===== config.mk =====
export PLATFORM = sky130hd
export DESIGN_NAME = mfek_ctrl
export DESIGN_NICKNAME = d
export VERILOG_FILES = /design/src/sv/mfek_pkg.sv /design/src/sv/mfek_ctrl.sv
export SDC_FILE = /design/constraint.sdc
export NUM_CORES = 1
export LEC_CHECK = 0
export BUFFER_PORTS_ARGS = -buffer_cell sky130_fd_sc_hd__buf_2
export CORE_UTILIZATION = 45
export DETAILED_ROUTE_END_ITERATION = 10
export GPL_TIMING_DRIVEN = 0
export PLACE_DENSITY_LB_ADDON = 0.05
export SETUP_SLACK_MARGIN = 0.15
export SLEW_MARGIN = 0
export SYNTH_ARGS = -nofsm -noshare
export SYNTH_HDL_FRONTEND = slang
export SYNTH_SLANG_ARGS = --single-unit

===== constraint.sdc =====
create_clock -name clk -period 2.1 [get_ports clk]
set_input_delay 0.21 -clock clk [delete_from_list [all_inputs] [get_ports clk]]
set_output_delay 0.21 -clock clk [all_outputs]
set_load 0.02 [all_outputs]

===== src/sv/mfek_pkg.sv =====
package mfek_pkg;

  localparam int NODES  = 64;
  localparam int NODE_W = $clog2(NODES);
  localparam int CNT_W  = NODE_W + 1;
  localparam int CAP_W  = 16;
  localparam int RES_W  = CAP_W + 1;
  localparam int FLOW_W = 22;
  localparam int ADDR_W = 2 * NODE_W;
  localparam int CELLS  = NODES * NODES;

  localparam logic [1:0] MODE_LOAD  = 2'd0;
  localparam logic [1:0] MODE_RUN   = 2'd1;
  localparam logic [1:0] MODE_CLEAR = 2'd2;

  localparam logic [1:0] REG_NODE_COUNT  = 2'd0;
  localparam logic [1:0] REG_SOURCE_NODE = 2'd1;
  localparam logic [1:0] REG_SINK_NODE   = 2'd2;

  typedef enum logic [3:0] {
    CMD_NONE,
    CMD_LOAD,
    CMD_CLR_STEP,
    CMD_RUN_START,
    CMD_BFS_INIT,
    CMD_POP_TAKE,
    CMD_SCAN,
    CMD_WALK_INIT,
    CMD_WALK_RESTART,
    CMD_NECK_USE,
    CMD_REV_RD,
    CMD_REV_WR,
    CMD_FWD_WR,
    CMD_ADD_TOTAL,
    CMD_OUT_LOAD
  } cmd_t;

  typedef struct packed {
    logic clr_last;
    logic run_bad;
    logic q_empty;
    logic sink_seen;
    logic scan_done;
    logic walk_done;
    logic out_busy;
  } stat_t;

endpackage


===== src/sv/mfek_ctrl.sv =====
module mfek_ctrl (
  input  logic                 clk,
  input  logic                 rst,
  input  logic                 in_valid,
  input  logic [1:0]           in_mode,
  input  mfek_pkg::stat_t      stat,
  output logic                 in_ready,
  output mfek_pkg::cmd_t       cmd
);

  typedef enum logic [3:0] {
    S_CLEAR, S_IDLE, S_CHECK, S_POP, S_TAKE, S_SCAN, S_NECK_RD, S_NECK_USE,
    S_UPD_RD, S_REV_RD, S_REV_WR, S_FWD_WR, S_DONE
  } state_t;

  state_t state, state_next;

  assign in_ready = (state == S_IDLE);

  always_comb begin
    state_next = state;
    cmd        = mfek_pkg::CMD_NONE;
    unique case (state)
      S_CLEAR: begin
        cmd = mfek_pkg::CMD_CLR_STEP;
        if (stat.clr_last) state_next = S_IDLE;
      end
      S_IDLE: begin
        if (in_valid) begin
          priority case (in_mode)
            mfek_pkg::MODE_LOAD:  cmd = mfek_pkg::CMD_LOAD;
            mfek_pkg::MODE_CLEAR: state_next = S_CLEAR;
            mfek_pkg::MODE_RUN: begin
              cmd        = mfek_pkg::CMD_RUN_START;
              state_next = S_CHECK;
            end
            default: cmd = mfek_pkg::CMD_NONE;
          endcase
        end
      end
      S_CHECK: begin
        if (stat.run_bad) begin
          state_next = S_DONE;
        end else begin
          cmd        = mfek_pkg::CMD_BFS_INIT;
          state_next = S_POP;
        end
      end
      S_POP: begin
        if (stat.sink_seen) begin
          cmd        = mfek_pkg::CMD_WALK_INIT;
          state_next = S_NECK_RD;
        end else if (stat.q_empty) begin
          state_next = S_DONE;
        end else begin
          state_next = S_TAKE;
        end
      end
      S_TAKE: begin
        cmd        = mfek_pkg::CMD_POP_TAKE;
        state_next = S_SCAN;
      end
      S_SCAN: begin
        if (stat.scan_done) state_next = S_POP;
        else cmd = mfek_pkg::CMD_SCAN;
      end
      S_NECK_RD: begin
        if (stat.walk_done) begin
          cmd        = mfek_pkg::CMD_WALK_RESTART;
          state_next = S_UPD_RD;
        end else begin
          state_next = S_NECK_USE;
        end
      end
      S_NECK_USE: begin
        cmd        = mfek_pkg::CMD_NECK_USE;
        state_next = S_NECK_RD;
      end
      S_UPD_RD: begin
        if (stat.walk_done) begin
          cmd        = mfek_pkg::CMD_ADD_TOTAL;
          state_next = S_CHECK;
        end else begin
          state_next = S_REV_RD;
        end
      end
      S_REV_RD: begin
        cmd        = mfek_pkg::CMD_REV_RD;
        state_next = S_REV_WR;
      end
      S_REV_WR: begin
        cmd        = mfek_pkg::CMD_REV_WR;
        state_next = S_FWD_WR;
      end
      S_FWD_WR: begin
        cmd        = mfek_pkg::CMD_FWD_WR;
        state_next = S_UPD_RD;
      end
      S_DONE: begin
        if (!stat.out_busy) begin
          cmd        = mfek_pkg::CMD_OUT_LOAD;
          state_next = S_IDLE;
        end
      end
      default: state_next = S_IDLE;
    endcase
  end

  always_ff @(posedge clk) begin
    if (rst) state <= S_CLEAR;
    else state <= state_next;
  end

endmodule


# Word-level counts from Yosys, hierarchy flattened
# Index checks and enable logic that the tools add are counted.
[classes]
mux = 20
n_eq_ne = 19
reduce_logical = 3
[op_table]
columns = ["cell", "count"]
rows = [
  ["$pmux W4 S13", 2],
  ["$mux W4", 12],
  ["$eq A4 B4 Y1 const B", 5],
  ["$eq A4 B3 Y1 const B", 4],
  ["$mux W3", 3],
  ["$eq A4 B2 Y1 const B", 2],
  ["$ne A2 B2 Y1 const B", 4],
  ["$pmux W4 S2", 1],
  ["$reduce_and A5 Y1", 1],
  ["$eq A4 B1 Y1 const B", 1],
  ["$logic_not A4 Y1", 1],
  ["$pmux W2 S2", 1],
  ["$ne A3 B1 Y1 const B", 1],
  ["$eq A2 B1 Y1 const B", 1],
  ["$eq A2 B2 Y1 const B", 1],
  ["$logic_not A2 Y1", 1],
  ["$mux W2", 1],
]
[totals]
input_bits = 12
elab_cells = 43
output_inout_bits = 5
register_bits = 4

# Depth between registers and ports, before layout
[depth]
word_depth = 4
depth_mapped = 6
mapped_depth_nobuf = 4

# Least setup slack after synthesis
# OpenSTA, ideal clock, no wires.
[synth_timing]
path_kind = "reg2out"
start = "register state[0]"
end = "output port cmd[1]"
path_stages_with_launch = 5
t_required_ns = 1.890
arrival_ns = 1.626
slack_ns = 0.264
n_path_buf = 1
path_cell_list = "dfxtp_1 -> buf_4 -> nor2b_1 -> a21oi_1 -> o311ai_0"
[synth_via]
elab_chain_len = 2
elab_cells_between_ends = 14
classes_between = "eq/ne: 12; mux: 1; reduce/logical: 1"
[synth_rtl]
columns = ["element", "line_no", "text"]
rows = [
  ["start, declared", "mfek_ctrl.sv:16", "state_t state, state_next;"],
  ["start signal, assigned", "mfek_ctrl.sv:111", "else state <= state_next;"],
  ["$eq A4 B4 Y1, or another cell as far along", "mfek_ctrl.sv:23", "unique case (state)"],
  ["$pmux W4 S13 (*)", "mfek_ctrl.sv:23", ""],
  ["end, declared", "mfek_ctrl.sv:8", "output mfek_pkg::cmd_t cmd"],
]
# Mark *: on every way between the ends. The rest lies on a longest branch, timed or not.

# Worst setup path in the final report
[layout_timing]
start = "register state[0]"
end = "output port cmd[0]"
# Same word-level chain as after synthesis.

==> impl_metrics.toml <==
[detailed_routing]
drt-initial-drc-count = 20
routedWlPerCell_um = 14.5
vias = 770
wl_um = 1780
remaining_drc_errors = 0
ant_nets = 0
viasPerCell = 6.26
first_pass_iters = 4

[synth]
synth_cell_types = 34
syn_inst = 91
synth_nets = 103
synth_edf_count = 0
seq_area_frac_synth = 0.134
avgSynthCellArea_um2 = 6.59
async_reset_ff_frac = 0
dominantRegCellSynth = "dfxtp_1"
synth-seq-cells = 4
yosysWarningCount = 0
syn_area_um2 = 599

[worst_setup_path]
crit_type = "reg2out"
end_kind = "primary output"
setup.worst_path.start_class = "register"
crit_fanout = 10
cp_data_arrival_time_ns = 1.63
worstPathRequired_ns = 1.89

[power_and_ir_drop]
clockPowerShare = 0.394
switchingPower_w = 0.0000718
netSwitchingFraction = 0.297
power_density_nw_per_um2 = 335
power_frac_seq = 0.327
intPower_w = 0.000170
p_leak_nw = 0.310
p_total_w = 0.000242
ir_worst_vdd_mv = 0.387
pwr-share-comb = 0.280

[sta]
worstMarginPinSlew_ns = 0.320
period_minus_slack_ns = 1.84
clock_skew_ns = 0.00903
min_period_over_period = 0.875
fin_ws_ns = 0.261
slew_viol_final = 0
setup_violations = 0
hold_violations = 0
fmax_mhz = 544
tns_ns = 0
relSlewSlack = 0.786
rsz0062_at_grt = "no"

[cts]
cts_hold_buf = 0
postCtsSetupRepairBufs = 0
cts_tree = "yes"
h-tree-depth = 1
clk_latency_ns = 0.24
cts_num_sinks = 4
clock-root-buffer = "clkbuf_4"
clkTransAtPathRegs_ns = 0.04
clockBufferDepth = 2
cts_made_buffers = 3

[layout]
syn_to_final_growth_pct = 20.7
regMostFlops = "state"
largest_reg_flops = 4
reg_top3 = "state: 4 flops"
finalNetCount = 123
drive_gt1_frac = 0.275
diodes = 0
fin_cells = 123

[grt]
antenna_found_initial = 0
grt_start_max_net_pins = 11
grt_use_total = 0.270
grt_pass1_wl_um = 2830
grt-ovfl-total = 0
grt_pass1_vias = 634

[die]
die_h_um = 38.5
die_area_um2 = 1480
die_w_um = 38.5
core_um2 = 1170
placementRows = 12
initial_core_util = 0.512
io_pins = 17

[status]
outcome = "finished, final reports clean"

[hold_path]
hp-class = "in2reg"

[placed_design]
hpwl_um = 1330
place_ws_ns = 0.464
dp_cells = 120
gp_congestion = 0.830
io_buffers = 15

[run]
maxCapViolCount = 0
-- Yosys cell counts (all sizes together), types with 3 or more instances --
cell type,number,area [µm²]
buf,9,52.6
o31ai,3,22.5
nand3,3,15.0
a21oi,8,40.0
nor2,7,26.3
o21ai,6,30.0
o22ai,3,18.8
nor3,3,15.0
nand2b,7,43.8
nand2,9,33.8
dfxtp,4,80.1
a221oi,3,26.3
-- cells in the final DEF, fill, tap and decap left out, types with 2 or more instances in the layout --
cell / n
buf_2: 19
nand2_1: 9
a21oi_1: 8
nor2_1: 7
nand2b_1: 7
o21ai_0: 6
buf_4: 4
clkbuf_4: 4
o31ai_1: 3
nand3_1: 3
o22ai_1: 3
nor3_1: 3
a221oi_1: 3
dfxtp_1: 3
and3b_1: 2
nand3b_1: 2
a21o_1: 2
a31oi_1: 2
-- power by group through the flow --
stage	Combinational, W	Clock [W]	Sequential [W]
after detailed placement	0.0000670	0	0.0000801
after global placement	0.0000663	0	0.0000800
after global routing	0.0000751	0.000103	0.0000792
after floorplan	0.0000417	0	0.0000799
after CTS	0.0000671	0.0000984	0.0000790
final	0.0000678	0.0000953	0.0000790
-- per-layer routing --
| metal | share of wire | GRT usage |
|---|---|---|
| met5 | 0 | 0 |
| met1 | 0.46 | 0.391 |
| met3 | 0.056 | 0.0698 |
| met2 | 0.48 | 0.417 |
| met4 | 0 | 0.0172 |
-- area by class of cell --
type / instances / area, µm²
Fill cell: 118 / 448
Multi-Input combinational cell: 76 / 462
Timing Repair Buffer: 15 / 75.1
Clock buffer: 3 / 22.5
Inverter: 2 / 7.51
Buffer: 9 / 57.6
Sequential cell: 4 / 81.3
Tap cell: 14 / 17.5
-- cell families after synthesis --
| family | after synthesis | synth area share |
|---|---|---|
| XOR/XNOR | 1 | 0.0146 |
| AO/OA/AOI/OAI | 35 | 0.393 |
| buffers and inverters | 11 | 0.100 |
| flip-flops | 4 | 0.134 |
| AND/OR/NAND/NOR | 40 | 0.359 |
-- timing repair --
action	in CTS	in global routing
endpoints found under the hold margin	0	0
gates resized for setup	0	5
endpoints found under the setup margin	0	3
-- per-stage QoR --
stage / util / cell area [µm²] / hold slack [ns]
floorplan: - / 599 / 0.279
CTS: 0.610 / 714 / 0.167
finish: 0.618 / 723 / 0.172
detailed placement: 0.591 / 692 / 0.417
global route: 0.618 / 723 / 0.173
global placement: 0.591 / 692 / 0.418
-- critical path, cell delays in order (launching register included) --
cell and delay [ns]:
dfxtp_1 0.30, buf_4 0.16, nor2_1 0.27, nand3_1 0.12, a21oi_1 0.24, a221o_1 0.15, buf_2 0.15
-- final timing paths --
kind	start	end	slack, ns	cells after the start
worst max register to register	state[1]$_SDFFE_PP0P_	state[3]$_SDFFE_PP0P_	0.72	5
worst min-delay path	rst	state[3]$_SDFFE_PP0P_	0.17	2
worst max-delay path	state[0]$_SDFFE_PP0P_	cmd[0]	0.26	6
worst min register to register	state[3]$_SDFFE_PP0P_	state[3]$_SDFFE_PP0P_	0.65	2
No activity file was read; power rests on OpenSTA's default activity.
